===== config.mk =====
export PLATFORM = sky130hd
export DESIGN_NAME = wrp_rem_pipe
export DESIGN_NICKNAME = d
export VERILOG_FILES = /design/src/hw/rtl/wrp_pkg.sv /design/src/hw/rtl/wrp_rem_pipe.sv
export SDC_FILE = /design/constraint.sdc
export NUM_CORES = 2
export LEC_CHECK = 0
export BUFFER_PORTS_ARGS = -buffer_cell sky130_fd_sc_hd__buf_2
export CORE_AREA = 10 10 339 341
export DETAILED_ROUTE_END_ITERATION = 10
export DIE_AREA = 0 0 349 351
export PLACE_DENSITY = 0.54
export SLEW_MARGIN = 20
export SYNTH_ARGS = -nofsm -noshare
export SYNTH_HDL_FRONTEND = slang
export SYNTH_SLANG_ARGS = --single-unit

===== constraint.sdc =====
create_clock -name clk_i -period 26.4 [get_ports clk_i]
set_input_delay 2.64 -clock clk_i [delete_from_list [all_inputs] [get_ports clk_i]]
set_output_delay 2.64 -clock clk_i [all_outputs]
set_load 0.1 [all_outputs]

===== src/hw/rtl/wrp_pkg.sv =====
// Shared types and constants for the weighted random action planner.
// No dependencies; every other file of the block imports this package.
package wrp_pkg;

  // Table geometry and field widths.
  localparam int ENTRY_SLOTS = 6;
  localparam int ENTRY_W     = 41;
  localparam int IDX_W       = 3;
  localparam int CFG_W       = 41;
  localparam int STOP_W      = 32;
  localparam int DELAY_W     = 16;
  localparam int RAND_W      = 32;
  localparam int WEIGHT_W    = 8;
  localparam int MS_W        = 16;
  localparam int WSUM_W      = 11;
  localparam int DEN_W       = 17;
  localparam int ACT_W       = 3;
  localparam int STEP_BITS   = 4;

  // Bit positions inside one action entry.
  localparam int EN_BIT     = 0;
  localparam int WEIGHT_LSB = 1;
  localparam int MIN_LSB    = 9;
  localparam int MAX_LSB    = 25;

  // Configuration register indexes.
  typedef enum logic [IDX_W-1:0] {
    REG_FORWARD,
    REG_BACKWARD,
    REG_LEFT_TURN,
    REG_RIGHT_TURN,
    REG_LEFT_UTURN,
    REG_RIGHT_UTURN,
    REG_STOP_RANGE,
    REG_START_DELAY
  } reg_idx_e;

  // Action code for an empty plan.
  localparam logic [ACT_W-1:0] ACT_NONE = 3'd0;

  // Reset contents of the table.
  localparam logic [ENTRY_SLOTS-1:0][ENTRY_W-1:0] ENTRY_RESET = {
    41'd40265676821, 41'd40265676821, 41'd21810508831,
    41'd21810508831, 41'd26843699231, 41'd26843699251
  };
  localparam logic [STOP_W-1:0]  STOP_RESET  = 32'd524291000;
  localparam logic [DELAY_W-1:0] DELAY_RESET = 16'd3000;

  // Digest of the table, ready for the pipeline.
  typedef struct packed {
    logic                                ok;
    logic [ENTRY_SLOTS-1:0]              en;
    logic [ENTRY_SLOTS-1:0][WSUM_W-1:0]  cum;
    logic [WSUM_W-1:0]                   total;
    logic [ENTRY_SLOTS-1:0][MS_W-1:0]    run_min;
    logic [ENTRY_SLOTS-1:0][DEN_W-1:0]   run_den;
    logic [MS_W-1:0]                     stop_min;
    logic [DEN_W-1:0]                    stop_den;
  } cfg_sum_t;

  // Partial plan carried alongside the duration remainder.
  typedef struct packed {
    logic             err;
    logic [ACT_W-1:0] action;
    logic [MS_W-1:0]  run_min;
    logic [MS_W-1:0]  pause_ms;
  } plan_t;

endpackage


===== src/hw/rtl/wrp_rem_pipe.sv =====
// Pipelined restoring remainder unit, STEP_BITS dividend bits per stage,
// with a side word carried along. Depends on wrp_pkg only by convention.
module wrp_rem_pipe #(
  parameter int LANES     = 1,
  parameter int NUM_W     = 32,
  parameter int DEN_W     = 17,
  parameter int STEP_BITS = 4,
  parameter int SIDE_W    = 1
) (
  input  logic                              clk_i,
  input  logic                              rst_ni,
  input  logic                              in_valid_i,
  output logic                              in_ready_o,
  input  logic [LANES-1:0][NUM_W-1:0]       in_num_i,
  input  logic [LANES-1:0][DEN_W-1:0]       in_den_i,
  input  logic [SIDE_W-1:0]                 in_side_i,
  output logic                              out_valid_o,
  input  logic                              out_ready_i,
  output logic [LANES-1:0][DEN_W-1:0]       out_rem_o,
  output logic [SIDE_W-1:0]                 out_side_o
);
  import wrp_pkg::*;

  localparam int STAGES = NUM_W / STEP_BITS;

  logic [STAGES-1:0]              valid_q;
  logic [STAGES:0]                adv;
  logic [LANES-1:0][DEN_W-1:0]    rem_q  [STAGES];
  logic [LANES-1:0][NUM_W-1:0]    num_q  [STAGES];
  logic [LANES-1:0][DEN_W-1:0]    den_q  [STAGES];
  logic [SIDE_W-1:0]              side_q [STAGES];

  // STEP_BITS shift-compare-subtract steps of long division.
  function automatic logic [DEN_W-1:0] rem_step(input logic [DEN_W-1:0]     rem,
                                                input logic [STEP_BITS-1:0] bits,
                                                input logic [DEN_W-1:0]     den);
    logic [DEN_W:0]   wide;
    logic [DEN_W-1:0] r;
    r = rem;
    for (int k = STEP_BITS - 1; k >= 0; k--) begin
      wide = {r, bits[k]};
      if (wide >= {1'b0, den}) begin
        wide = wide - {1'b0, den};
      end
      r = wide[DEN_W-1:0];
    end
    return r;
  endfunction

  // A stage moves when it is empty or the stage after it moves.
  assign adv[STAGES] = out_ready_i;

  for (genvar s = 0; s < STAGES; s++) begin : g_stage
    logic                           src_valid;
    logic [LANES-1:0][DEN_W-1:0]    src_rem;
    logic [LANES-1:0][NUM_W-1:0]    src_num;
    logic [LANES-1:0][DEN_W-1:0]    src_den;
    logic [SIDE_W-1:0]              src_side;

    if (s == 0) begin : g_first
      assign src_valid = in_valid_i;
      assign src_rem   = '0;
      assign src_num   = in_num_i;
      assign src_den   = in_den_i;
      assign src_side  = in_side_i;
    end else begin : g_next
      assign src_valid = valid_q[s-1];
      assign src_rem   = rem_q[s-1];
      assign src_num   = num_q[s-1];
      assign src_den   = den_q[s-1];
      assign src_side  = side_q[s-1];
    end

    assign adv[s] = !valid_q[s] || adv[s+1];

    always_ff @(posedge clk_i or negedge rst_ni) begin
      if (!rst_ni) begin
        valid_q[s] <= 1'b0;
      end else if (adv[s]) begin
        valid_q[s] <= src_valid;
      end
    end

    // Each lane consumes the top STEP_BITS of its remaining dividend.
    always_ff @(posedge clk_i) begin
      if (adv[s] && src_valid) begin
        for (int l = 0; l < LANES; l++) begin
          rem_q[s][l] <= rem_step(src_rem[l], src_num[l][NUM_W-1 -: STEP_BITS],
                                  src_den[l]);
          num_q[s][l] <= src_num[l] << STEP_BITS;
        end
        den_q[s]  <= src_den;
        side_q[s] <= src_side;
      end
    end
  end

  assign in_ready_o  = adv[0];
  assign out_valid_o = valid_q[STAGES-1];
  assign out_rem_o   = rem_q[STAGES-1];
  assign out_side_o  = side_q[STAGES-1];

endmodule


### Word level (Yosys, flattened, before mapping)

Memories as Yosys holds them, arrays and structs flattened.
Cells that the tools add are included.

| storage, ports and cells | value |
|---|---|
| output and inout bits | 20 |
| input port bits | 54 |
| register bits after elaboration | 8 |
| bits in latches | 0 |
| logic and storage cells | 180 |
| RAM bits | 504 |
| memories kept | 4 |
| memory bits (read-only) | 0 |

| operators by class | value |
|---|---|
| shifts and indexed selects | 0 |
| bitwise logic cells | 0 |
| reduce and logical (&&, ||, !) cells | 24 |
| muxes and demuxes | 80 |
| $mul | 0 |
| div/mod/pow operators | 0 |
| order comparisons | 32 |
| add/sub/neg operators | 32 |
| equal/unequal tests | 0 |

Memory list:

| memory | words | width | read ports | clocked after Yosys merged registers in | wr ports | line | text |
|---|---|---|---|---|---|---|---|
| num_q | 8 | 28 | 7 | 0 | 8 | wrp_rem_pipe.sv:29 | `logic [LANES-1:0][NUM_W-1:0] num_q [STAGES];` |
| den_q | 8 | 17 | 7 | 0 | 8 | wrp_rem_pipe.sv:30 | `logic [LANES-1:0][DEN_W-1:0] den_q [STAGES];` |
| rem_q | 8 | 17 | 8 | 0 | 8 | wrp_rem_pipe.sv:28 | `logic [LANES-1:0][DEN_W-1:0] rem_q [STAGES];` |
| side_q | 8 | 1 | 8 | 0 | 8 | wrp_rem_pipe.sv:31 | `logic [SIDE_W-1:0] side_q [STAGES];` |

Operators with widths:

| kind | count |
|---|---|
| 2-to-1 mux 17 bit | 64 |
| >= comparator 18 x 17 -> 1 bit | 31 |
| subtractor 17 bit | 31 |
| >= comparator 1 x 17 -> 1 bit | 1 |
| subtractor 1 x 17 -> 17 bit | 1 |
| 2-to-1 mux 1 bit | 16 |
| logical AND 1 bit | 8 |
| logical NOT 1 bit | 8 |
| logical OR 1 bit | 8 |

### Longest topological paths before layout

| logic depth | value |
|---|---|
| depth in word-level cells | 20 |
| mapped depth | 51 |
| depth with buffers taken out | 44 |

### Worst setup path before layout

OpenSTA, ideal clock, no wires.

| timing path | value |
|---|---|
| path kind | flip-flop to flip-flop |
| start point | mem den_q[0][1] (netlist bit) |
| end point | mem rem_q[0][26] (netlist bit) (data pin) |
| library setup time | 0.261 ns |
| setup slack | 15.299 ns |
| clock period less this slack | 11.101 ns |
| cell stages (with the launch flop) | 42 |
| path buffers | 6 |
| arrival | 10.840 ns |
| required time | 26.139 ns |
| cells stage by stage | edfxtp_1 -> inv_1 -> fa_1 -> a211oi_1 -> o21a_1 -> o41a_1 -> o211ai_2 -> clkbuf_1 -> mux2_2 -> ha_1 -> nor2b_1 -> o31a_1 -> o2111ai_1 -> a21boi_0 -> o41ai_1 -> o211ai_1 -> a21oi_1 -> buf_2 -> [... 6 more ...] -> o21ai_0 -> a22oi_1 -> mux2_2 -> clkbuf_1 -> clkbuf_1 -> o21ai_0 -> fa_1 -> a21o_1 -> a21o_1 -> a2111oi_0 -> nor3_1 -> or4b_2 -> a211oi_1 -> nand2_1 -> mux2i_1 -> buf_2 -> mux2i_1 -> a221o_1 |

RTL lines:

| item | line |
|---|---|
| from (decl) | wrp_rem_pipe.sv:30 |
| to (decl) | wrp_rem_pipe.sv:28 |

==> results.ini <==
[outcome]
status = finished clean

[finish]
layout.nets = 5464
layout_commonest_cell = ha_1
fillers = 10700
final_cell_mix = ha_1 (529), a21oi_1 (382), edfxtp_1 (375)
final_cells = 6301
syn2layout_area_growth_pct = 8.36
fin_util_pct = 42.9
drive_gt1_share_pct = 9.17

[synthesis]
synth_top_family_by_area = compound AO/OA/AOI/OAI gates
synth_simple_gate_area_share_pct = 15.4
synth_compound_area_share_pct = 22.1
synth-xor-area-share_pct = 7.84
ys_ff_latch = 383
yosys.cell_types.count = 96
synth_edf_count = 375
yosysTopAreaCell = edfxtp_1
synth_nets = 5400
synthArstFlopShare_pct = 2.09
synthesis.area_um2 = 42800
synthMuxAreaShare_pct = 6.89
synth_top_area_share_pct = 26.3
seq_area_frac_synth_pct = 26.8
synth_fa_ha_area_share_pct = 16.9
synth_ff_type = edfxtp_1
synthTopCellsByArea = edfxtp_1 (26%), ha_1 (15%), xnor2_1 (5.3%)
synth.avg_cell_area_um2 = 8.94
postSynthCellCount = 4786
ys_warn_count = 0

[sta]
finalSetupTns_ns = 0
max_slew_margin_pct = 23.4
timing.final.crit_share_pct = 49.7
worst_pin_slew_ns = 1.14
hold_violations = 0
setup_viol = 0
fin_skew_ns = 0.0389
drv_slew = 0
final.min_clock_period_ns = 13.12
grt_setup_unrepaired = false
fmax_ghz = 0.0762

[route]
drc = 0
wl_um = 129000
wl_met3_um = 6490
wl_met2_um = 58500
ant_nets = 0
vias = 36500
viasPerCell = 5.80
routedLengthMet1_um = 60000
firstDrtPassIters = 5
drtIter0Drc = 2681
routed.top_layer = met4
wl_per_cell_um = 20.4

[clocking]
root_buffer = clkbuf_16
cts.clk_slew.worst_paths_ns = 0.06
numCtsBuffers = 48
cts_buffer_depth = 3
htree_levels = 2
worstSkewPairLatency_ns = 0.65
post_cts_buffers = 0
cts.sinks = 383
post_cts_resized = 0
ctsHoldBuffers = 0
cts_tree = done

[global_route]
first_global_vias = 35000
grt_usage_pct = 20.3
grt_overflow = 0
antenna_found_initial = 4
grt_pass1_wl_um = 199000
grt_max_degree = 56

[placement]
globalplace.congestion = 0.916
post-place-cells = 6213
dp_hpwl_um = 104000
portBuffers = 73

[floorplanning]
initial_core_util_pct = 39.6
core_um2 = 108000
die-area_um2 = 122000
die_h_um = 351
num_rows = 121
dieWidth_um = 349
floorplan.io_pins = 74

[worst_setup_path]
crit_path_frequent_cell = a21o_1
cp-start-kind = flop
required_ns = 26.78
worstPathArrival_ns = 13.49
critPathMaxStageDelay_ns = 0.69
worstSetupPathType = flop to flop
crit_slowest_cell = mux2i_1
crit_fanout = 28
end_kind = flop

[min_path]
hold_class = flop to flop

[job]
max-cap-violations = 0

## per-stage QoR
stage          worst slack, ns  area [um^2]  hold slack (ns)
6_report                 13.28        46300            0.403
5_1_grt                  12.55        46300            0.411
4_1_cts                  13.39        46300            0.400
3_5_place_dp             13.47        44800            0.405
3_3_place_gp             13.42        44800            0.401
2_1_floorplan            15.30        42800            0.400
## per-layer routing
layer	up-vias	GRT usage, %
met5	-	0
met4	0	6.32
met3	193	2.92
met2	874	33.6
met1	17400	27.2
li1	18100	-
## cells by family (layout without fill, tap and decap cells)
logic type / count (synthesis) / in the layout
buffers and inverters: 441 / 541
other: 0 / 1
AND/OR/NAND/NOR: 1333 / 1333
XOR/XNOR: 383 / 383
flip-flops: 383 / 383
multiplexers: 266 / 266
adder cells (fa/ha/maj): 560 / 560
AO/OA/AOI/OAI: 1420 / 1420
## Yosys cell counts (26+ instances only)
cell type,count
ha_1,529
a21oi_1,383
edfxtp_1,375
inv_1,352
nor2_1,331
nand2_1,309
o21ai_0,281
xnor2_1,259
mux2_2,180
a21o_1,160
xor2_1,124
nand3_1,108
nor3_1,106
nor2b_1,84
mux2i_1,73
nand2b_1,72
nand4_1,72
o21a_1,66
o21bai_1,59
clkbuf_1,58
and3_1,57
a221o_1,52
a211oi_1,46
o211ai_1,42
a31oi_1,39
or3_1,37
o31ai_1,35
a21boi_0,33
and2_1,32
fa_1,31
or2_2,28
nor4_1,26
## final timing paths
check / from / end / slack, ns / depth (start not counted)
max in group asynchronous: rst_ni / g_stage[1].src_valid$_DFFE_PN0N_ / 24.35 / 1
min in group asynchronous: rst_ni / g_stage[3].src_valid$_DFFE_PN0P_ / 1.86 / 1
worst max-delay path: den_q[0][1]$_DFFE_PP_ / rem_q[0][26]$_DFFE_PP_ / 13.28 / 38
worst max register to register: den_q[0][1]$_DFFE_PP_ / rem_q[0][26]$_DFFE_PP_ / 13.28 / 38
worst min register to register: num_q[5][20]$_DFFE_PP_ / num_q[6][24]$_DFFE_PP_ / 0.40 / 0
worst min-delay path: num_q[5][20]$_DFFE_PP_ / num_q[6][24]$_DFFE_PP_ / 0.40 / 0
## worst max-delay path, delay by kind of cell (launching register included)
kind | cells | cell delay [ns]
AOI/OAI and AO/OA | 21 | 5.85
adders and majority gates | 4 | 1.50
buffers and inverters | 3 | 1.01
DFF | 1 | 0.60
muxes | 5 | 2.45
and+or+nand+nor | 5 | 1.42
## layout make-up
type,instances,area (um^2),area share [%]
tap,1414,1770,3.82
inverter,352,1320,2.85
clock buffer,58,1260,2.72
sequential,383,11500,24.7
timing repair buffer,103,591,1.27
multi-input combinational,3962,29700,64.0
antenna,1,2.50,0.00540
clock inverter,28,279,0.602
## state kept, by name (all words and copies together), names as in the netlist
signal / count
den_q: 119
g_stage.src_valid: 7
num_q: 112
out_valid_o: 1
rem_q: 136
side_q: 8
Power is left out: the tool's default activity adds up to more than one toggle a clock period on the data nets, which glitch-free logic cannot reach.
