## src/hw/rtl/wrp_pkg.sv

```systemverilog
// Shared types and constants for the weighted random action planner.
// No dependencies; every other file of the block imports this package.
package wrp_pkg;

  // Table geometry and field widths.
  localparam int ENTRY_SLOTS = 6;
  localparam int ENTRY_W     = 41;
  localparam int IDX_W       = 3;
  localparam int CFG_W       = 41;
  localparam int STOP_W      = 32;
  localparam int DELAY_W     = 16;
  localparam int RAND_W      = 32;
  localparam int WEIGHT_W    = 8;
  localparam int MS_W        = 16;
  localparam int WSUM_W      = 11;
  localparam int DEN_W       = 17;
  localparam int ACT_W       = 3;
  localparam int STEP_BITS   = 4;

  // Bit positions inside one action entry.
  localparam int EN_BIT     = 0;
  localparam int WEIGHT_LSB = 1;
  localparam int MIN_LSB    = 9;
  localparam int MAX_LSB    = 25;

  // Configuration register indexes.
  typedef enum logic [IDX_W-1:0] {
    REG_FORWARD,
    REG_BACKWARD,
    REG_LEFT_TURN,
    REG_RIGHT_TURN,
    REG_LEFT_UTURN,
    REG_RIGHT_UTURN,
    REG_STOP_RANGE,
    REG_START_DELAY
  } reg_idx_e;

  // Action code for an empty plan.
  localparam logic [ACT_W-1:0] ACT_NONE = 3'd0;

  // Reset contents of the table.
  localparam logic [ENTRY_SLOTS-1:0][ENTRY_W-1:0] ENTRY_RESET = {
    41'd40265676821, 41'd40265676821, 41'd21810508831,
    41'd21810508831, 41'd26843699231, 41'd26843699251
  };
  localparam logic [STOP_W-1:0]  STOP_RESET  = 32'd524291000;
  localparam logic [DELAY_W-1:0] DELAY_RESET = 16'd3000;

  // Digest of the table, ready for the pipeline.
  typedef struct packed {
    logic                                ok;
    logic [ENTRY_SLOTS-1:0]              en;
    logic [ENTRY_SLOTS-1:0][WSUM_W-1:0]  cum;
    logic [WSUM_W-1:0]                   total;
    logic [ENTRY_SLOTS-1:0][MS_W-1:0]    run_min;
    logic [ENTRY_SLOTS-1:0][DEN_W-1:0]   run_den;
    logic [MS_W-1:0]                     stop_min;
    logic [DEN_W-1:0]                    stop_den;
  } cfg_sum_t;

  // Partial plan carried alongside the duration remainder.
  typedef struct packed {
    logic             err;
    logic [ACT_W-1:0] action;
    logic [MS_W-1:0]  run_min;
    logic [MS_W-1:0]  pause_ms;
  } plan_t;

endpackage

```

## src/hw/rtl/wrp_cfg_check.sv

```systemverilog
// Validates the action table and precomputes weight sums and range spans.
// Depends on wrp_pkg.
module wrp_cfg_check #(
  parameter int ACTION_COUNT = 6
) (
  input  logic                                                  clk_i,
  input  logic [wrp_pkg::ENTRY_SLOTS-1:0][wrp_pkg::ENTRY_W-1:0] entry_i,
  input  logic [wrp_pkg::STOP_W-1:0]                            stop_range_i,
  input  logic [wrp_pkg::DELAY_W-1:0]                           start_delay_i,
  output wrp_pkg::cfg_sum_t                                     sum_o
);
  import wrp_pkg::*;

  cfg_sum_t sum_d, sum_q;

  // Walk the entries: enable mask, running weight sums and the table checks.
  always_comb begin
    logic                en;
    logic [WEIGHT_W-1:0] w;
    logic [MS_W-1:0]     mn;
    logic [MS_W-1:0]     mx;
    logic [WSUM_W-1:0]   acc;
    logic                bad;
    logic [MS_W-1:0]     smin;
    logic [MS_W-1:0]     smax;
    acc   = '0;
    bad   = 1'b0;
    sum_d = '0;
    for (int i = 0; i < ENTRY_SLOTS; i++) begin
      en = entry_i[i][EN_BIT] && (i < ACTION_COUNT);
      w  = entry_i[i][WEIGHT_LSB +: WEIGHT_W];
      mn = entry_i[i][MIN_LSB +: MS_W];
      mx = entry_i[i][MAX_LSB +: MS_W];
      if (en && (w == '0 || mn == '0 || mn > mx)) begin
        bad = 1'b1;
      end
      if (en) begin
        acc = acc + WSUM_W'(w);
      end
      sum_d.en[i]      = en;
      sum_d.cum[i]     = acc;
      sum_d.run_min[i] = mn;
      sum_d.run_den[i] = {1'b0, mx} - {1'b0, mn} + DEN_W'(1);
    end
    smin           = stop_range_i[MS_W-1:0];
    smax           = stop_range_i[STOP_W-1:MS_W];
    sum_d.total    = acc;
    sum_d.stop_min = smin;
    sum_d.stop_den = {1'b0, smax} - {1'b0, smin} + DEN_W'(1);
    sum_d.ok       = !bad && (acc != '0) && (smin != '0) &&
                     (start_delay_i != '0) && (smin <= smax);
  end

  // The digest follows the table in the next cycle.
  always_ff @(posedge clk_i) begin
    sum_q <= sum_d;
  end

  assign sum_o = sum_q;

endmodule

```

## config.mk

```make
export PLATFORM = sky130hd
export DESIGN_NAME = wrp_cfg_check
export DESIGN_NICKNAME = d
export VERILOG_FILES = /design/src/hw/rtl/wrp_pkg.sv /design/src/hw/rtl/wrp_cfg_check.sv
export SDC_FILE = /design/constraint.sdc
export NUM_CORES = 1
export LEC_CHECK = 0
export CORE_AREA = 2 2 237 239
export DETAILED_ROUTE_END_ITERATION = 10
export DIE_AREA = 0 0 239 241
export DONT_BUFFER_PORTS = 1
export SYNTH_ARGS = -nofsm -noshare
export SYNTH_HDL_FRONTEND = slang
export SYNTH_SLANG_ARGS = --single-unit
```

## constraint.sdc

```tcl
create_clock -name clk_i -period 11.8 [get_ports clk_i]
set_input_delay 1.77 -clock clk_i [delete_from_list [all_inputs] [get_ports clk_i]]
set_output_delay 1.77 -clock clk_i [all_outputs]
set_load 0.005 [all_outputs]
```

---- Word-level counts from Yosys, hierarchy flattened ----
Cells that the tools add are included.
storage, ports and cells
  bits in registers ....................... 299
  bits in latches ......................... 0
  RAM bits ................................ 0
  ROM bits ................................ 0
  bits of input ports ..................... 295
  output and inout bits ................... 315
  word-level logic and storage cells ...... 98
  memories kept ........................... 0
operators by class
  $add $sub $neg .......................... 19
  multiply operators ...................... 0
  div/mod/pow operators ................... 0
  order comparisons ....................... 7
  equal/unequal tests ..................... 0
  shift operators ......................... 0
  mux-type cells .......................... 12
  bitwise gates (word level) .............. 0
  reduce and logical (&&, ||, !) cells .... 38
operator list
  operator                                                          count
  17-bit by 1-bit adder with 17-bit output (second input constant)  7
  16-bit by 16-bit subtractor with 17-bit output                    7
  16-bit greater-than comparator                                    6
  16-bit logical NOT                                                6
  8-bit logical NOT                                                 6
  11-bit by 8-bit adder with 11-bit output                          3
  11-bit two-way mux                                                3
  16-bit nonzero test                                               2
  16-bit <= comparator                                              1
  1-bit logical OR                                                  12
  11-bit nonzero test                                               1
  9-bit by 8-bit adder with 10-bit output                           1
  1-bit logical AND                                                 10
  10-bit two-way mux                                                1
  8-bit by 8-bit adder with 9-bit output                            1
  9-bit two-way mux                                                 1
  8-bit two-way mux                                                 1
  1-bit two-way mux                                                 6
  1-bit logical NOT                                                 1

---- Depth between registers and ports, before layout ----
Gate-level depths: netlist of the first run.
  word-level depth ........................ 16
  gate-level depth with buffers ........... 35
  gate-level depth less buffers ........... 34

---- Worst setup path before layout of the first run ----
Ideal clock, no wire load.
  kind .................................... input to register
  start ................................... input entry_i[0] (netlist bit)
  end ..................................... register sum_q, in the netlist sum_o[314]
  library setup time ...................... 125 ps
  arrival ................................. 7,824 ps
  data required time ...................... 11,675 ps
  setup slack ............................. 3,851 ps
  cell stages on the path ................. 31
  buffers on the path ..................... 1
  cells stage by stage .................... clkbuf_1 -> nand2_1 -> xnor2_1 -> ha_1 -> a31o_2 -> o2111ai_1 -> nand2_1 -> ha_1 -> inv_1 -> o21ai_0 -> xor2_1 -> a221oi_1 -> nand2_1 -> ha_1 -> xnor2_1 -> nor2_1 -> a31oi_1 -> ha_1 -> o21a_1 -> o21a_1 -> o21a_1 -> or3_1 -> a21o_1 -> o21a_1 -> ha_1 -> a21boi_0 -> nor3_1 -> nor2_1 -> xor2_1 -> or4_1 -> o41a_1
RTL lines
  what                    line                 source
  start: declaration      wrp_cfg_check.sv:7   input logic [wrp_pkg::ENTRY_SLOTS-1:0][wrp_pkg::ENTRY_W-1:0] entry_i,
  end signal: assignment  wrp_cfg_check.sv:56  sum_q <= sum_d;
  end: declaration        wrp_cfg_check.sv:14  cfg_sum_t sum_d, sum_q;

==> results.txt, run 1 <==
----------------------------------------------------
[Drt]
  Routed wirelength normalized by instance count ... 20.6 um
  DR DRC count ... 0
  DR vias ... 13700
  DR vias/cell ... 5.09
  Number of search-and-repair iterations in the first detailed-routing pass ... 7
  Wirelength, routed ... 55400 um
  Starting DRT DRC Count ... 593
  Remaining antenna violation count ... 0

[Worst setup path]
  Cell seen most often among critical-path stages ... sky130_fd_sc_hd__ha_1
  Top fanout value on the critical path ... 5
  Data required, critical path ... 12.22 ns
  Crit Path Class ... in2reg
  CP startpoint kind ... input pin
  Arrival time worst endpoint ... 8.68 ns
  Buffers plus inverters on the worst setup path ... 1
  Crit path max-delay cell type ... sky130_fd_sc_hd__or4_1
  Kind of end point of the critical path ... flip-flop
  Largest stage delay on the critical path ... 0.54 ns
  Family of cells with the greatest summed delay on the critical path ... compound AO/OA/AOI/OAI gates
  Critical path startpoint ... entry_i[1]

[STA]
  Clock period minus worst slack ... 8.26 ns
  Hold Fails Final Rpt ... 0
  Count of final max-slew check failures ... 0
  # setup viols final ... 0
  Highest clock frequency the design can meet ... 121 MHz
  Max-Slew Margin vs Limit ... 0.444
  Portion of the clock cycle consumed by the worst path in the final layout ... 0.700
  Setup repair after global routing missed its margin ... no
  Worst Tran Pin Value ... 0.827 ns
  Accumulated negative setup slack ... 0 ns

[Synthesis]
  Per-instance average area after synthesis ... 9.27 um^2
  Share of the synthesized area in the top cell type ... 0.331
  Synth Flop Type ... sky130_fd_sc_hd__dfxtp_1
  Cell types with the highest counts after synthesis ... 367 x sky130_fd_sc_hd__ha_1, 325 x sky130_fd_sc_hd__inv_1, 298 x sky130_fd_sc_hd__dfxtp_1
  Most frequently used cell type in the post-synthesis netlist ... sky130_fd_sc_hd__ha_1
  Cell type with the largest total area after synthesis ... sky130_fd_sc_hd__dfxtp_1
  Synth warnings ... 0
  Dominant cells by area after synthesis ... sky130_fd_sc_hd__dfxtp_1 33%, sky130_fd_sc_hd__ha_1 25%, sky130_fd_sc_hd__inv_1 6.8%
  Share of synthesized flip-flops with an asynchronous set or reset ... 0
  Synth Instances ... 1943
  Post-synth design cell area ... 18000 um^2
  Flip-flop and latch count after synthesis ... 298
  Sequential-to-total area share from yosys stat ... 0.331
  Number of distinct library cells after synthesis ... 75
  Post-synth EDFFs ... 0

[Clock network]
  Number of buffers created by CTS ... 37
  Post-CTS Hold Buffers ... 0
  Count of buffers added by post-CTS timing repair for setup ... 0
  TritonCTS clock tree ... built
  CTS sink count ... 298
  # resized after CTS ... 0
  Buffer type at the clock tree root ... sky130_fd_sc_hd__clkbuf_16
  Total number of H-tree levels ... 2
  Worst-case clock buffer depth ... 3
  Clock input transition at the sequential cells of the worst setup and hold paths ... 0.06 ns

[Power]
  Post-route total power ... 3.28 mW
  Worst voltage drop across the vdd grid ... 107 uV
  Static leakage ... 9.83 nW
  Power density of the placed cells ... 165 nW/um^2

[Floorplanning]
  Initial standard-cell utilization of the core ... 0.328
  Width of the chip ... 239 um
  Core box area ... 54900 um^2
  Top Ports ... 610
  Number of cell rows ... 86
  Chip height ... 241 um
  Overall die area ... 57600 um^2

[GRT]
  Number of antenna violations at the first check in global routing ... 4
  Grt ovf ... 0
  Total routing resource utilization after global routing ... 0.183
  Wire length of the first global-routing pass ... 80800 um
  Vias in the first global route ... 13600
  Largest net degree at the start of global routing ... 19

[Finish]
  Final Instance Area ... 19900 um^2
  Final core area utilization ... 0.363
  Number of fill cells ... 5523
  Area delta synth->final ... 10.7%
  Layout Nets ... 2633
  Layout cells sized above 1 ... 0.0444
  Max reg flops ... 298

[Placed design]
  Final Wtd Congestion ... 0.901
  Cell Area, Placed ... 18700 um^2
  DP HPWL ... 46300 um
  Buffers added on ports ... 0

[Hold path]
  Worst min-delay path startpoint ... entry_i[182]
  Worst min path class ... in2reg

[Outcome]
  Run status ... completed

[Flow run]
  Reported max-cap violation count ... 0

----------------------------------------------------
==> routing by layer <==
metal	up-vias	track usage	share of wire
met5	-	0	0
met4	0	0.0593	0.028
met3	87	0.0614	0.081
met2	444	0.322	0.50
met1	6485	0.209	0.40
li1	6669	-	-
==> cell families (layout without fill, tap and decap cells) <==
group                      after synthesis  count (layout)  synth area share
AOI/OAI and AO/OA                      396             396             0.145
and+or+nand+nor                        391             391             0.113
adders and majority gates              379             379             0.268
buffers and inverters                  355             389            0.0786
DFF                                    298             298             0.331
xor gates and xnor gates               101             101            0.0510
muxes                                   22              22            0.0133
other                                    1               9          0.000208
==> final timing paths <==
path / slack [ns] / endpoint / cells after the start
max: 3.54 / sum_o[314] / 30
min: 1.25 / sum_o[208] / 0
==> placed cells by master (no fill, tap or decap), drive strengths merged, types with 13 or more instances in the layout <==
master / instances
a21o: 47
or3: 18
inv: 329
and3: 13
ha: 367
and2: 18
a311oi: 15
nand2b: 18
xnor2: 76
nor2b: 29
xor2: 25
dfxtp: 298
nand4: 38
a21boi: 18
a21oi: 102
clkbuf: 49
nor3: 24
nor4: 51
mux2: 15
nand2: 59
o21a: 36
o21ai: 89
nor2: 88
nand3: 22
==> power breakdown <==
part	switching (mW)	leakage [nW]	internal (mW)
registers	0.155	2.51	1.19
clock network	0.458	0.582	0.691
logic	0.432	6.74	0.350
total	1.04	9.83	2.24
==> area by class of cell <==
| cell class | instances | area [um^2] | area share |
|---|---|---|---|
| Tap cell | 704 | 881 | 0.0442 |
| Sequential cell | 298 | 5970 | 0.299 |
| Inverter | 327 | 1230 | 0.0616 |
| Clock buffer | 49 | 1010 | 0.0507 |
| Multi-Input combinational cell | 1295 | 10600 | 0.534 |
| Clock inverter | 12 | 184 | 0.00923 |
| Timing Repair Buffer | 1 | 7.51 | 0.000377 |
| Antenna cell | 3 | 7.51 | 0.000377 |
==> stage by stage <==
stage	hold WS [ns]	cells	worst slack, ns
detailed placement	1.80	2625	2.86
CTS	1.21	2686	3.41
floorplan	1.80	1948	3.85
finish	1.25	2689	3.54
global placement	1.80	2625	3.09
global route	1.22	2688	2.98
No activity file was read; power rests on OpenSTA's default activity.
==> run 2, diff against run 1 <==
==> constraint.sdc (replaced) <==
create_clock -name clk_i -period 7.2 [get_ports clk_i]
set_input_delay 1.08 -clock clk_i [delete_from_list [all_inputs] [get_ports clk_i]]
set_output_delay 1.08 -clock clk_i [all_outputs]
set_load 0.005 [all_outputs]
==> results.txt, run 2 (synthesis results as in run 1) <==
----------------------------------------------------
[Floorplanning]
  Number of cell rows ... 86
  Top Ports ... 610
  Core box area ... 54900 um^2
  Width of the chip ... 239 um
  Overall die area ... 57600 um^2
  Initial standard-cell utilization of the core ... 0.328
  Chip height ... 241 um

[Finish]
  Most frequent cells in the layout ... 366 x sky130_fd_sc_hd__ha_1, 325 x sky130_fd_sc_hd__inv_1, 298 x sky130_fd_sc_hd__dfxtp_1
  Number of antenna repair diodes ... 0
  Total area of multi-input combinational cells ... 10700 um^2
  Area taken by flip-flops and latches ... 5970 um^2
  Final core area utilization ... 0.380
  Final Instance Area ... 20800 um^2
  Max reg flops ... 298
  Layout Nets ... 2727
  Number of fill cells ... 5508
  Area delta synth->final ... 15.8%
  Layout cells sized above 1 ... 0.0979
  Most common cell after layout, fill and taps aside ... sky130_fd_sc_hd__ha_1

[Worst setup path]
  Largest stage delay on the critical path ... 0.42 ns
  Cell seen most often among critical-path stages ... sky130_fd_sc_hd__ha_1
  Arrival time worst endpoint ... 7.29 ns
  Crit Path Class ... in2reg
  Crit path max-delay cell type ... sky130_fd_sc_hd__or4_1
  Kind of end point of the critical path ... flip-flop
  Top fanout value on the critical path ... 4
  Data required, critical path ... 7.63 ns
  CP startpoint kind ... input pin

[Outcome]
  Run status ... completed

[Clock network]
  Buffer type at the clock tree root ... sky130_fd_sc_hd__clkbuf_16
  Number of buffers created by CTS ... 38
  Post-CTS Hold Buffers ... 0
  TritonCTS clock tree ... built
  Total number of H-tree levels ... 2
  Clock input transition at the sequential cells of the worst setup and hold paths ... 0.06 ns
  CTS sink count ... 298
  Worst-case clock buffer depth ... 3

[Drt]
  DR vias/cell ... 5.04
  Number of search-and-repair iterations in the first detailed-routing pass ... 4
  DR DRC count ... 0
  Routed wirelength normalized by instance count ... 20.6 um
  DR vias ... 14000
  Wirelength, routed ... 57300 um
  Remaining antenna violation count ... 0
  Starting DRT DRC Count ... 451

[Hold path]
  Worst min path class ... in2reg

[Power]
  Power density of the placed cells ... 279 nW/um^2
  Combinational share of power ... 0.265
  Pint ... 3.99 mW
  Sequential group share of total power ... 0.379
  Proportion of power drawn by the clock network ... 0.356
  Static leakage ... 10.4 nW
  Switching power summed over all nets ... 1.81 mW
  Worst voltage drop across the vdd grid ... 157 uV
  Switching share of power ... 0.313

[STA]
  Worst Tran Pin Value ... 0.746 ns
  Final Worst Setup Slack ... 0.341 ns
  Highest clock frequency the design can meet ... 146 MHz
  Clock period minus worst slack ... 6.86 ns
  Portion of the clock cycle consumed by the worst path in the final layout ... 0.953
  # setup viols final ... 0
  Hold Fails Final Rpt ... 0
  Count of final max-slew check failures ... 0
  Max-Slew Margin vs Limit ... 0.499

[Placed design]
  Buffers added on ports ... 0
  DP HPWL ... 48000 um
  Final Wtd Congestion ... 0.911
  Cell Area, Placed ... 19400 um^2
  Setup slack after placement ... -0.352 ns

[GRT]
  Vias in the first global route ... 14300
  Grt ovf ... 0
  Largest net degree at the start of global routing ... 19
  Total routing resource utilization after global routing ... 0.190
  Number of antenna violations at the first check in global routing ... 1
  Wire length of the first global-routing pass ... 83600 um

[Flow run]
  Reported max-cap violation count ... 0

----------------------------------------------------
## run 2: cell count changes in the layout (fill, tap and decap cells not counted), moves of 4 or more
cell	change
sky130_fd_sc_hd__o21ai_1	+5
sky130_fd_sc_hd__buf_4	+93
sky130_fd_sc_hd__o21ai_0	-5
sky130_fd_sc_hd__clkbuf_16	+4
## run 2: area by class of cell
type                       instances  share of cell area
sequential                       298               0.286
tap                              704              0.0423
clock buffer                      51              0.0534
inverter                         327              0.0589
clock inverter                    18              0.0119
multi-input combinational       1295               0.514
timing repair buffer              94              0.0338
## run 2: power by group through the flow
stage / logic [mW] / registers (mW) / clock network (mW)
final: 1.54 / 2.20 / 2.07
after CTS: 1.52 / 2.22 / 2.13
after global routing: 1.73 / 2.23 / 2.19
after detailed placement: 1.51 / 2.25 / 0
after floorplan: 1.05 / 2.11 / 0
after global placement: 1.47 / 2.25 / 0
## run 2: path summary, 6_finish.rpt
| path | startpoint | slack (ns) | cells after the start | endpoint |
|---|---|---|---|---|
| worst max-delay path | entry_i[1] | 0.34 | 29 | sum_o[314] |
| worst min-delay path | entry_i[136] | 0.54 | 0 | sum_o[187] |
## run 2: critical path, delay by kind of cell
kind | cells | cell delay, ns
buffers and inverters | 3 | 0.44
muxes | 2 | 0.56
xor gates and xnor gates | 2 | 0.26
and+or+nand+nor | 9 | 1.98
adders and majority gates | 6 | 1.71
AOI/OAI and AO/OA | 7 | 1.26
## run 2: stage by stage
| stage | hold slack (ns) | TNS, ns | total power, mW | cells |
|---|---|---|---|---|
| after floorplan | 1.11 | 0 | 3.16 | 1948 |
| after global placement | 1.11 | -0.299 | 3.72 | 2718 |
| after detailed placement | 1.11 | -0.407 | 3.75 | 2718 |
| after CTS | 0.497 | 0 | 5.87 | 2787 |
| after global routing | 0.509 | -0.0270 | 6.15 | 2787 |
| final | 0.537 | 0 | 5.81 | 2787 |
## run 2: per-layer routing
metal / vias to the layer above / part of all wire / global-route usage
li1: 6878 / - / -
met1: 6627 / 0.38 / 0.201
met2: 434 / 0.50 / 0.339
met3: 93 / 0.094 / 0.0769
met4: 2 / 0.032 / 0.0703
met5: - / 0.00023 / 0
## run 2: what timing repair did
action,in CTS,in global routing
gates resized for setup,0,19
setup endpoints to repair,0,3
buffers inserted,0,0
