==> src/hw/rtl/wrp_pkg.sv <==
// Shared types and constants for the weighted random action planner.
// No dependencies; every other file of the block imports this package.
package wrp_pkg;

  // Table geometry and field widths.
  localparam int ENTRY_SLOTS = 6;
  localparam int ENTRY_W     = 41;
  localparam int IDX_W       = 3;
  localparam int CFG_W       = 41;
  localparam int STOP_W      = 32;
  localparam int DELAY_W     = 16;
  localparam int RAND_W      = 32;
  localparam int WEIGHT_W    = 8;
  localparam int MS_W        = 16;
  localparam int WSUM_W      = 11;
  localparam int DEN_W       = 17;
  localparam int ACT_W       = 3;
  localparam int STEP_BITS   = 4;

  // Bit positions inside one action entry.
  localparam int EN_BIT     = 0;
  localparam int WEIGHT_LSB = 1;
  localparam int MIN_LSB    = 9;
  localparam int MAX_LSB    = 25;

  // Configuration register indexes.
  typedef enum logic [IDX_W-1:0] {
    REG_FORWARD,
    REG_BACKWARD,
    REG_LEFT_TURN,
    REG_RIGHT_TURN,
    REG_LEFT_UTURN,
    REG_RIGHT_UTURN,
    REG_STOP_RANGE,
    REG_START_DELAY
  } reg_idx_e;

  // Action code for an empty plan.
  localparam logic [ACT_W-1:0] ACT_NONE = 3'd0;

  // Reset contents of the table.
  localparam logic [ENTRY_SLOTS-1:0][ENTRY_W-1:0] ENTRY_RESET = {
    41'd40265676821, 41'd40265676821, 41'd21810508831,
    41'd21810508831, 41'd26843699231, 41'd26843699251
  };
  localparam logic [STOP_W-1:0]  STOP_RESET  = 32'd524291000;
  localparam logic [DELAY_W-1:0] DELAY_RESET = 16'd3000;

  // Digest of the table, ready for the pipeline.
  typedef struct packed {
    logic                                ok;
    logic [ENTRY_SLOTS-1:0]              en;
    logic [ENTRY_SLOTS-1:0][WSUM_W-1:0]  cum;
    logic [WSUM_W-1:0]                   total;
    logic [ENTRY_SLOTS-1:0][MS_W-1:0]    run_min;
    logic [ENTRY_SLOTS-1:0][DEN_W-1:0]   run_den;
    logic [MS_W-1:0]                     stop_min;
    logic [DEN_W-1:0]                    stop_den;
  } cfg_sum_t;

  // Partial plan carried alongside the duration remainder.
  typedef struct packed {
    logic             err;
    logic [ACT_W-1:0] action;
    logic [MS_W-1:0]  run_min;
    logic [MS_W-1:0]  pause_ms;
  } plan_t;

endpackage

==> src/hw/rtl/wrp_select.sv <==
// Roulette selection from the reduced ticket and completion of the pause.
// Depends on wrp_pkg.
module wrp_select (
  input  logic                          clk_i,
  input  logic                          rst_ni,
  input  wrp_pkg::cfg_sum_t             sum_i,
  input  logic                          in_valid_i,
  output logic                          in_ready_o,
  input  logic [wrp_pkg::DEN_W-1:0]     ticket_i,
  input  logic [wrp_pkg::DEN_W-1:0]     pause_rem_i,
  input  logic [wrp_pkg::RAND_W-1:0]    length_random_i,
  output logic                          out_valid_o,
  input  logic                          out_ready_i,
  output wrp_pkg::plan_t                plan_o,
  output logic [wrp_pkg::RAND_W-1:0]    length_random_o,
  output logic [wrp_pkg::DEN_W-1:0]     run_den_o
);
  import wrp_pkg::*;

  logic                 valid_q;
  logic                 adv;
  plan_t                plan_d, plan_q;
  logic [DEN_W-1:0]     run_den_d, run_den_q;
  logic [RAND_W-1:0]    length_q;

  // First enabled action whose cumulative weight lies above the ticket.
  always_comb begin
    logic found;
    found     = 1'b0;
    plan_d    = '0;
    run_den_d = sum_i.run_den[0];
    plan_d.action = ACT_NONE;
    for (int i = 0; i < ENTRY_SLOTS; i++) begin
      if (!found && sum_i.en[i] && (ticket_i < DEN_W'(sum_i.cum[i]))) begin
        found          = 1'b1;
        plan_d.action  = ACT_W'(i + 1);
        plan_d.run_min = sum_i.run_min[i];
        run_den_d      = sum_i.run_den[i];
      end
    end
    plan_d.err      = !sum_i.ok || !found;
    plan_d.pause_ms = sum_i.stop_min + pause_rem_i[MS_W-1:0];
  end

  assign adv        = !valid_q || out_ready_i;
  assign in_ready_o = adv;

  always_ff @(posedge clk_i or negedge rst_ni) begin
    if (!rst_ni) begin
      valid_q <= 1'b0;
    end else if (adv) begin
      valid_q <= in_valid_i;
    end
  end

  always_ff @(posedge clk_i) begin
    if (adv && in_valid_i) begin
      plan_q    <= plan_d;
      run_den_q <= run_den_d;
      length_q  <= length_random_i;
    end
  end

  assign out_valid_o     = valid_q;
  assign plan_o          = plan_q;
  assign run_den_o       = run_den_q;
  assign length_random_o = length_q;

endmodule

==> config.mk <==
export PLATFORM = sky130hd
export DESIGN_NAME = wrp_select
export DESIGN_NICKNAME = d
export VERILOG_FILES = /design/src/hw/rtl/wrp_pkg.sv /design/src/hw/rtl/wrp_select.sv
export SDC_FILE = /design/constraint.sdc
export NUM_CORES = 1
export LEC_CHECK = 0
export BUFFER_PORTS_ARGS = -buffer_cell sky130_fd_sc_hd__buf_2
export CORE_AREA = 5 5 178 180
export DETAILED_ROUTE_END_ITERATION = 16
export DIE_AREA = 0 0 183 185
export PLACE_DENSITY_LB_ADDON = 0.2
export SLEW_MARGIN = 25
export SYNTH_ARGS = -nofsm -noshare
export SYNTH_HDL_FRONTEND = slang
export SYNTH_SLANG_ARGS = --single-unit
==> constraint.sdc <==
create_clock -name clk_i -period 2.6 [get_ports clk_i]
set_input_delay 0.26 -clock clk_i [delete_from_list [all_inputs] [get_ports clk_i]]
set_output_delay 0.26 -clock clk_i [all_outputs]
set_load 0.01 [all_outputs]
* After elaboration in Yosys (flattened, before gate mapping)
Index checks and enable logic that the tools add are counted.
** Cells by class
- Order comparisons :: 6
- Reduce and logical (&&, ||, !) cells :: 23
- Add/sub/neg operators :: 1
- Mux-type cells :: 17
** Operators with widths (number)
- 17-bit by 11-bit less-than comparator with 1-bit output :: 6
- 17-bit two-way mux :: 6
- 18-bit two-way mux :: 4
- 16-bit adder :: 1
- 16-bit two-way mux :: 1
- 1-bit logical AND :: 12
- 1-bit logical NOT :: 8
- 1-bit two-way mux :: 6
- 3-bit OR reduction :: 1
- 1-bit logical OR :: 2
** Word-level totals
- Logic and storage cells :: 55
- Bits of input ports :: 385
- Output and inout port bits :: 87
- Register bits :: 86

* Depth between registers and ports, before layout
Gate-level depths: netlist (run 1).
- Depth after elaboration :: 25
- Depth in mapped cells :: 13
- Gate-level depth less buffers :: 11

* Worst setup path before layout (run 1)
Ideal clock, no wire load.
- Kind :: flip-flop to flip-flop
- From :: reg valid_q, in the netlist out_valid_o
- To :: reg length_q[0], in the netlist length_random_o[0] (enable)
- Cell stages (with the launch flop) :: 3
- Period minus slack after synthesis :: 3033 ps
- Path slack :: -433 ps
- Path buffers :: 0
- Arrival time :: 2580 ps
- Cell sequence :: dfrtp_1 > nand2b_1 > and2_1
** On the way
- Word-level cells in the longest chain between the ends :: 3
** Ends and longest elaborated chain
- start: declaration :: line wrp_select.sv:20 : logic valid_q;
- start signal: assignment :: line wrp_select.sv:52 : valid_q <= in_valid_i;
- 1-bit logical NOT :: line wrp_select.sv:45 : assign adv = !valid_q || out_ready_i;
- 1-bit logical OR :: line wrp_select.sv:45
- net in_ready_o :: line wrp_select.sv:8 : output logic in_ready_o,
- 1-bit logical AND :: line wrp_select.sv:57 : if (adv && in_valid_i) begin
- end signal: assignment :: line wrp_select.sv:60 : length_q <= length_random_i;
- end: declaration :: line wrp_select.sv:24 : logic [RAND_W-1:0] length_q;
The timed path passes the listed nets, and every way through them passes these cells.
A chain may end at the register's enable or synchronous reset.

==> results of run 1 <==
layout by cell type, fill, tap and decap left out, types with 7 or more instances in the layout:
cell type and count:
inv_1 96, a22oi_1 16, ha_1 69, o32a_1 17, o21ai_1 9, clkbuf_16 10
xnor2_1 11, nor2_1 51, buf_2 441, mux2i_1 8, nand2b_1 7, nand3_1 14
nor3_1 7, buf_12 10, a211oi_1 7, nand2_1 34, nand4_1 9, a221oi_2 11
buf_4 88, o21ai_0 24, a21oi_1 18, edfxtp_1 85, mux2_2 25, nor2b_1 8
metrics by stage:
| step | cells | TNS, ns | instance area, um2 | power [W] |
|---|---|---|---|---|
| 3_3_place_gp | 1561 | -11.05 | 10020 | 0.002699 |
| 5_1_grt | 1593 | -0.04314 | 10680 | 0.004319 |
| 4_1_cts | 1579 | 0 | 10350 | 0.004100 |
| 6_report | 1594 | 0 | 10680 | 0.004074 |
| 2_1_floorplan | 657 | -0.01348 | 6605 | 0.002129 |
| 3_5_place_dp | 1561 | -13.58 | 10020 | 0.002703 |
timing repair:
action / CTS / global route
cloned: 0 / 1
hold endpoints to repair: 1 / 0
hold buffers: 1 / 0
gates resized for setup: 5 / 42
setup buffers: 1 / 11
pin swaps: 1 / 13
setup endpoints to repair: 15 / 31
logic make-up after synthesis:
family                   after synthesis  share of synthesized area, %
AND/OR/NAND/NOR                      169                         13.34
AO/OA/AOI/OAI                        162                         18.85
buffers and inverters                119                         7.098
flip-flops                            86                         39.10
adder cells (fa/ha/maj)               76                         14.54
multiplexers                          33                         5.485
XOR/XNOR                              12                         1.594
where the power goes:
group	leakage, nW	switching [W]	internal [W]
combinational	4.26	0.000519	0.000540
clock	0.146	0.000677	0.000682
sequential	0.828	0.0000211	0.00163
total	5.24	0.00122	0.00286
critical path: cells and delay by family:
kind            cells  cell delay, ns
compound gates      5            1.12
fa+ha+maj           1            0.21
buf+inv             8            0.99
simple gates        1            0.04
routing by layer:
layer / part of all wire, % / track usage, % / wire, um / vias to the layer above
met3: 6.9 / 3.810 / 2048 / 19
li1: - / - / - / 3515
met1: 40 / 19.33 / 11990 / 3257
met2: 52 / 29.45 / 15310 / 274
met4: 1.2 / 3.129 / 348 / 0
met5: 0 / 0 / 0 / -
final cells by class:
cell class	instances	area share, %
Multi-Input combinational cell	452	35.67
Timing Repair Buffer	544	29.32
Sequential cell	86	24.12
Tap cell	396	4.638
Inverter	96	3.373
Clock buffer	9	2.108
Clock inverter	7	0.6675
Antenna cell	4	0.09369
flip-flops by register name (all words and copies together) (netlist names):
| register | count |
|---|---|
| length_random_o | 32 |
| out_valid_o | 1 |
| run_den_o | 17 |
| plan_o | 36 |
path summary, 6_finish.rpt:
path,start,end,slack [ns],cells past startpoint
setup / recovery,sum_i[281],plan_o[27]$_DFFE_PP_,0.06,15
hold reg to reg,out_valid_o$_DFFE_PN0N_,out_valid_o$_DFFE_PN0N_,0.57,2
hold / removal,length_random_i[12],length_random_o[12]$_DFFE_PP_,0.08,1
setup reg to reg,out_valid_o$_DFFE_PN0N_,plan_o[13]$_DFFE_PP_,0.99,3
max in group asynchronous,rst_ni,out_valid_o$_DFFE_PN0N_,2.30,2
min in group asynchronous,rst_ni,out_valid_o$_DFFE_PN0N_,0.22,2
==> results.toml, run 1 <==
[sta]
slew_viol_final = 0
timing.final.ws_setup_ns = 0.05683
clock_tree_skew_after_final_layout_ns = 0.008609
worst_pin_slew_ns = 0.4642
timing.final.crit_share_pct = 97.81
setup_violations = 0
max_freq_ghz = 0.3932
hold_ws_ns = 0.08068
timing.final.crit_period_ns = 2.543
worst_slew_margin_pct = 69.05
timing_hold_violations_final = 0

[clocking]
root_buffer = "clkbuf_16"
h_tree_lvls = 3
clk_pin_slew_worst_paths_ns = 0.08
worstSkewPairLatency_ns = 0.35
cts_tree = "done"
clock_path_buffers = 2
tritoncts_sinks = 86
tritoncts.num_buffers = 9

[synthesis]
syn-instance-count = 657
async_reset_ff_share_pct = 1.163
synth.area.top_cells = "edfxtp_1, ha_1, inv_1"
yosys.cell_count.top_type = "inv_1"
syn_area_per_cell_um2 = 10.03
synth.ff_latch_count = 86
post_synth_most_frequent_cells = "inv_1, edfxtp_1, ha_1"
yosys.area.top_type = "edfxtp_1"
synth_flop_cell = "edfxtp_1"
synth_largest_type_area_fraction_pct = 38.72
synth.cell_area_mm2 = 0.006593
synthesis.nets = 1118
yosys_warnings = 0
synth.yosys.seq_area_share_pct = 39.10
synth.distinct_cells = 63
synth_enable_flop_cells = 85

[route]
routed-via-count = 7065
detailedRoute.firstPassIterationCount = 5
routedWlPerCell_um = 18.63
drt_first_iter_violations = 207
vias_per_cell = 4.432
post-route-drc-count = 0
final_antenna_net_count = 0
detail_route.wirelength_um = 29700

[finish]
final_net_count = 1650
ff_latch_area_mm2 = 0.002577
multi_input_area_mm2 = 0.003811
layout-drive-gt1-share_pct = 53.52
n_fill_cell = 3143
finish.utilization_pct = 35.58
syn2layout_area_growth_pct = 62.06

[die]
initial_core_util_pct = 21.95
io_pins = 472
core.rowCount = 64
die_area_mm2 = 0.03386
fp.coreArea_mm2 = 0.03003
die_h_um = 185
die_width_um = 183

[placed_design]
finalWeightedCongestion = 0.8062
place_ws_ns = -0.5276
place.detailed.hpwl_um = 24480
buffer_ports.inserted = 442

[pwr]
ir_worst_vdd_mv = 0.2726
static-leakage-power_nw = 5.238
power-per-cell-area_mw_per_mm2 = 381.3

[critical_path]
crit_path_start_kind = "input pin"
slowest_stage = "a221o_1"
path_cells = "buf_2 > inv_1 > ha_4 > a21o_1 > a2111oi_4 > o31ai_2 > a21oi_2 > buf_6 > buf_4 > buf_4 > nor3b_4 > buf_4 > buf_4 > clkbuf_16 > a221o_1"
critical_path.most_common_cell = "buf_4"
timing.critical_path.required_ns = 2.70
crit_path_end_kind = "register"
path_class = "in -> reg"
biggest_fanout_along_the_worst_timing_path = 10
cp_slowest_stage_delay_ns = 0.35
critical_path_at_ns = 2.64

[global_routing]
first_global_vias = 7386
grt_antenna_before_repair = 4
grt_first_pass_wirelength_um = 41970
grt.overflow.total = 0
largest_net_degree_at_the_start_of_global_routing = 33
grt_use_total_pct = 16.09

[job]
max-cap-violations = 0

[run_status]
outcome = "finished, final reports clean"

[hold_path]
hp-class = "in -> reg"
No activity file was read; power rests on OpenSTA's default activity.
==> inputs of run 2 (changes only) <==
--- a/config.mk
+++ b/config.mk
@@ -6,9 +6,11 @@
 export NUM_CORES = 1
 export LEC_CHECK = 0
 export BUFFER_PORTS_ARGS = -buffer_cell sky130_fd_sc_hd__buf_2
-export CORE_AREA = 5 5 178 180
+export CORE_AREA = 5 5 181 183
+export CTS_BUF_LIST = sky130_fd_sc_hd__clkbuf_8
 export DETAILED_ROUTE_END_ITERATION = 16
-export DIE_AREA = 0 0 183 185
+export DIE_AREA = 0 0 186 188
+export GPL_TIMING_DRIVEN = 0
 export PLACE_DENSITY_LB_ADDON = 0.2
 export SLEW_MARGIN = 25
 export SYNTH_ARGS = -nofsm -noshare
==> run 2 against run 1 <==
Via count is 3.1% lower. Final area is 3.5% lower. Non-clock buffer count is 49 lower. Largest cell class unchanged. Sequential share of layout area is 0.89 points higher. Worst hold slack worse by 0.042 ns. Critical path depth is 3 lower. Wire length is 0.13% lower. Clock-buffer cell count stayed put. Global-route usage is 0.10 points lower.
==> results.toml, run 2 (synthesis gave the netlist of run 1 again) <==
[run_status]
outcome = "finished, final reports clean"

[hold_path]
hp-class = "in -> reg"
hold-path-cell-count = 1

[clocking]
clock_path_buffers = 2
worstSkewPairLatency_ns = 0.39
tritoncts.num_buffers = 9
h_tree_lvls = 3
cts_tree = "done"
clk_pin_slew_worst_paths_ns = 0.11
tritoncts_sinks = 86
root_buffer = "clkbuf_8"

[global_routing]
grt_antenna_before_repair = 3
grt.overflow.total = 0
grt_use_total_pct = 15.99
largest_net_degree_at_the_start_of_global_routing = 38
first_global_vias = 7009
grt_first_pass_wirelength_um = 41770

[sta]
timing.final.crit_share_pct = 98.59
final.setup.tns_ns = 0
timing.final.crit_period_ns = 2.563
worst_slew_margin_pct = 64.45
max_freq_ghz = 0.3901
worst_pin_slew_ns = 0.5332
timing_hold_violations_final = 0
hold_ws_ns = 0.03877
setup_violations = 0
slew_viol_final = 0
rsz0062_at_grt = "true"
clock_tree_skew_after_final_layout_ns = 0.01843

[pwr]
netSwitchingPower_w = 0.001122
int_power_w = 0.002707
power_w = 0.003829
power_frac_clock_pct = 30.2
ir_worst_vdd_mv = 0.3158
static-leakage-power_nw = 4.947
switching_share_pct = 29.30
p_comb_share_pct = 26.6
power-per-cell-area_mw_per_mm2 = 371.6
pwr-share-seq_pct = 43.2

[placed_design]
buffer_ports.inserted = 442
dpl.cell_count = 1503
dpl_cell_area_mm2 = 0.009365
place.detailed.hpwl_um = 24510
finalWeightedCongestion = 0.8352

[critical_path]
timing.critical_path.required_ns = 2.72
critical_path_at_ns = 2.68
r2r-end = "plan_o[31]$_DFFE_PP_"
r2r-start = "out_valid_o$_DFFE_PN0N_"
reg2reg_setup_slack_ns = 1.04
crit_path_start_kind = "input pin"
crit_path_end_kind = "register"
ff2ff_path_depth = 3
biggest_fanout_along_the_worst_timing_path = 10
path_class = "in -> reg"
worst_setup_path_startpoint = "ticket_i[1]"
timing.critical_path.to = "run_den_o[16]$_DFFE_PP_"

[route]
vias_per_cell = 4.421
post-route-drc-count = 0
final_antenna_net_count = 0
routedWlPerCell_um = 19.16
detail_route.wirelength_um = 29660
detailedRoute.firstPassIterationCount = 4
drt_first_iter_violations = 203
routed-via-count = 6844

[die]
initial_core_util_pct = 21.22
core.rowCount = 65
fp.coreArea_mm2 = 0.03107
die_area_mm2 = 0.03497
die_width_um = 186
io_pins = 472
die_h_um = 188

[finish]
ff_latch_area_mm2 = 0.002577
layout-drive-gt1-share_pct = 51.62
final_cell_mix = "buf_2, inv_1, edfxtp_1"
syn2layout_area_growth_pct = 56.31
multi_input_area_mm2 = 0.003851
final_net_count = 1601
largest_register_ffs = 36
final-instance-count-excl-fill = 1548
layout_commonest_cell = "buf_2"
layout.cell_area.non_filler_mm2 = 0.01030
n_fill_cell = 3314

[job]
max-cap-violations = 0
==> run 2: cell count changes in the layout (fill, tap and decap cells not counted), moves of 5 or more <==
cell	delta
buf_12	-5
buf_2	-7
buf_4	-68
buf_6	+14
clkbuf_16	-9
clkbuf_2	+6
clkbuf_8	+9
dlygate4sd3_1	+8
inv_1	-5
inv_2	+5
o21ai_0	-5
==> run 2: layout make-up <==
type / count / area share [%]
Antenna cell: 1 / 0.02428
Clock inverter: 7 / 1.020
Inverter: 96 / 3.497
Clock buffer: 9 / 1.202
Timing Repair Buffer: 474 / 25.39
Buffer: 21 / 1.603
Sequential cell: 86 / 25.01
Multi-Input combinational cell: 452 / 37.37
Tap cell: 402 / 4.881
==> run 2: routing by layer <==
metal	GRT usage, %	vias to the layer above	wire length (um)
met2	29.24	286	15060
met3	4.268	29	2517
met4	4.540	4	563
met5	0	-	14
met1	18.06	3106	11500
li1	-	3419	-
==> run 2: worst min-delay path by stage <==
stage	start	end	slack [ns]
3_3_place_gp	rst_ni	out_valid_o$_DFFE_PN0N_	0.04
2_1_floorplan	rst_ni	out_valid_o$_DFFE_PN0N_	-0.04
3_5_place_dp	rst_ni	out_valid_o$_DFFE_PN0N_	0.04
4_1_cts	length_random_i[1]	length_random_o[1]$_DFFE_PP_	0.0002
6_report	length_random_i[18]	length_random_o[18]$_DFFE_PP_	0.04
5_1_grt	length_random_i[22]	length_random_o[22]$_DFFE_PP_	0.0007
==> run 2: through the flow <==
stage | utilization, % | worst slack (ns)
after detailed placement | 30.15 | -1.207
after floorplan | - | -0.002094
after global routing | 33.17 | -0.07862
final | 33.17 | 0.03658
after CTS | 32.58 | -0.02214
after global placement | 30.00 | -1.190
==> run 2: critical path, stage by stage <==
cell	delay, ns
buf_8	0.12
ha_1	0.26
o21ai_0	0.06
o21ai_0	0.32
a211oi_2	0.14
nor2_1	0.30
clkbuf_4	0.34
o21ai_4	0.11
buf_4	0.17
buf_12	0.12
o21ai_0	0.34
a221oi_1	0.13
==> run 2: power by group through the flow <==
stage	sequential [W]	combinational, W	clock, W
global placement	0.00169	0.000922	0
global route	0.00166	0.00113	0.00127
detailed placement	0.00169	0.000942	0
finish	0.00165	0.00102	0.00116
floorplan	0.00174	0.000391	0
CTS	0.00166	0.00100	0.00122
==> run 2: what timing repair did <==
item / in CTS / in global routing
hold buffers: 7 / 2
hold endpoints to repair: 7 / 2
resized for setup: 85 / 41
endpoints found under the setup margin: 35 / 34
pin swaps: 18 / 15
gates cloned: 1 / 0
buffers inserted: 15 / 5
==> inputs of run 3 (changes only) <==
--- a/config.mk
+++ b/config.mk
@@ -6,12 +6,11 @@
 export NUM_CORES = 1
 export LEC_CHECK = 0
 export BUFFER_PORTS_ARGS = -buffer_cell sky130_fd_sc_hd__buf_2
-export CORE_AREA = 5 5 181 183
+export CORE_AREA = 5 5 182 184
 export CTS_BUF_LIST = sky130_fd_sc_hd__clkbuf_8
 export DETAILED_ROUTE_END_ITERATION = 16
-export DIE_AREA = 0 0 186 188
+export DIE_AREA = 0 0 187 189
 export GPL_TIMING_DRIVEN = 0
-export PLACE_DENSITY_LB_ADDON = 0.2
 export SLEW_MARGIN = 25
 export SYNTH_ARGS = -nofsm -noshare
 export SYNTH_HDL_FRONTEND = slang
==> constraint.sdc (replaced) <==
create_clock -name clk_i -period 3.3 [get_ports clk_i]
set_input_delay 0.33 -clock clk_i [delete_from_list [all_inputs] [get_ports clk_i]]
set_output_delay 0.33 -clock clk_i [all_outputs]
set_load 0.01 [all_outputs]
==> run 3 against run 2 <==
Die area grew 1.1%. Register-to-register slack better by 0.52 ns. Clock power down 21%. Flip-flop and latch count is the same. Clock skew decreased by 0.0037 ns. Final area down 6.5%. Clock-buffer cell count increased by 1. Sequential share of layout area rose by 1.8 points. Sequential power fell by 21%. Via count barely moved. Wire length shrank 3.6%. Power is 23% lower. Highest routed layer is now met4.
==> results.toml, run 3 (synthesis gave the netlist of run 1 again) <==
[run_status]
outcome = "finished, final reports clean"

[global_routing]
grt.overflow.total = 0
grt_first_pass_wirelength_um = 41650
largest_net_degree_at_the_start_of_global_routing = 46
grt_use_total_pct = 15.33
first_global_vias = 7051
grt_antenna_before_repair = 1

[clocking]
clk_pin_slew_worst_paths_ns = 0.11
tritoncts.num_buffers = 9
worstSkewPairLatency_ns = 0.38
tritoncts_sinks = 86
root_buffer = "clkbuf_8"
clock_path_buffers = 2
cts_tree = "done"
h_tree_lvls = 3

[sta]
timing_hold_violations_final = 0
setup_violations = 0
max_freq_ghz = 0.3175
clock_tree_skew_after_final_layout_ns = 0.01477
timing.final.crit_period_ns = 3.150
slew_viol_final = 0
worst_pin_slew_ns = 0.7842
rsz0062_at_grt = "true"
timing.final.crit_share_pct = 95.45
worst_slew_margin_pct = 46.37

[die]
io_pins = 472
die_h_um = 189
fp.coreArea_mm2 = 0.03123
initial_core_util_pct = 21.11
die_width_um = 187
core.rowCount = 65
die_area_mm2 = 0.03534

[critical_path]
crit_path_start_kind = "input pin"
path_cells = "buf_2 > ha_1 > a211oi_1 > nand3_1 > a21oi_1 > o311a_1 > clkbuf_4 > nor2b_1 > buf_2 > mux2_2 > o21ai_0 > a221oi_1"
ff2ff_path_depth = 3
cp_num_cells = 12
path_class = "in -> reg"
timing.critical_path.required_ns = 3.39
critical_path.most_common_cell = "buf_2"
critical_path_at_ns = 3.24
cell_family_with_the_largest_share_of_critical_path_delay = "compound AO/OA/AOI/OAI gates"
slowest_stage = "o21ai_0"
cp_slowest_stage_delay_ns = 0.42
critical_path_buf_inv_count = 3
biggest_fanout_along_the_worst_timing_path = 10
crit_path_end_kind = "register"

[finish]
layout_commonest_cell = "buf_2"
ff_latch_area_mm2 = 0.002577
final_cell_mix = "buf_2, inv_1, edfxtp_1"
largest_register_ffs = 36
multi_input_area_mm2 = 0.003581
layout-drive-gt1-share_pct = 47.27
final_net_count = 1573
final-instance-count-excl-fill = 1520
finish.utilization_pct = 30.84
n_fill_cell = 3362
syn2layout_area_growth_pct = 46.08

[route]
detailedRoute.firstPassIterationCount = 4
post-route-drc-count = 0
vias_per_cell = 4.501
final_antenna_net_count = 0
drt_first_iter_violations = 287
routedWlPerCell_um = 18.80
detail_route.wirelength_um = 28580
routed-via-count = 6841

[placed_design]
buffer_ports.inserted = 442
dpl.cell_count = 1502
place.detailed.hpwl_um = 24110
finalWeightedCongestion = 0.8969

[pwr]
ir_worst_vdd_mv = 0.1586
static-leakage-power_nw = 4.716
power-per-cell-area_mw_per_mm2 = 308.0

[job]
max-cap-violations = 0

[hold_path]
hp-class = "in -> reg"
hold-path-cell-count = 1
==> run 3: what timing repair did <==
| action | CTS | global route |
|---|---|---|
| buffers inserted | 2 | 0 |
| endpoints found under the setup margin | 22 | 22 |
| pin swaps | 0 | 1 |
| hold buffers | 1 | 0 |
| endpoints found under the hold margin | 1 | 0 |
| gates resized for setup | 5 | 10 |
==> run 3: layer usage <==
layer | vias to the layer above | part of all wire, % | wire length [um] | track usage [%]
met5 | - | 0 | 0 | 0
met4 | 0 | 2.5 | 726 | 5.006
met2 | 287 | 50 | 14350 | 27.31
met1 | 3170 | 41 | 11630 | 18.15
met3 | 34 | 6.5 | 1871 | 3.816
li1 | 3350 | - | - | -
==> run 3: area by class of cell <==
| class | instances | share of cell area (%) |
|---|---|---|
| Inverter | 96 | 3.742 |
| Timing Repair Buffer | 446 | 23.52 |
| Buffer | 21 | 1.143 |
| Clock buffer | 10 | 1.429 |
| Clock inverter | 6 | 0.9744 |
| Antenna cell | 1 | 0.02598 |
| Sequential cell | 86 | 26.76 |
| Tap cell | 402 | 5.223 |
| Multi-Input combinational cell | 452 | 37.18 |
==> run 3: stage by stage <==
step	area (um2)	worst slack (ns)	power [W]	TNS, ns	hold WS, ns
after floorplan	6593	0.2670	0.001678	0	0.03441
after global placement	9308	-0.8690	0.002055	-88.10	0.1052
after detailed placement	9343	-0.7023	0.002069	-15.69	0.1059
after CTS	9605	0.04061	0.003012	0	0.07533
after global routing	9628	-0.07579	0.003127	-0.07579	0.07617
final	9630	0.1501	0.002966	0	0.1088
==> run 3: power by group <==
group / switching [W] / internal, W / leakage, nW
registers: 0.0000159 / 0.00129 / 0.828
logic: 0.000381 / 0.000362 / 3.77
clock network: 0.000465 / 0.000455 / 0.118
==> run 3: path summary, 6_finish.rpt <==
check,from,end,slack [ns]
max in group asynchronous,rst_ni,out_valid_o$_DFFE_PN0N_,2.93
max,ticket_i[7],run_den_o[13]$_DFFE_PP_,0.15
max reg2reg,out_valid_o$_DFFE_PN0N_,plan_o[22]$_DFFE_PP_,1.56
min reg2reg,out_valid_o$_DFFE_PN0N_,out_valid_o$_DFFE_PN0N_,0.56
min in group asynchronous,rst_ni,out_valid_o$_DFFE_PN0N_,0.29
min,length_random_i[25],length_random_o[25]$_DFFE_PP_,0.11
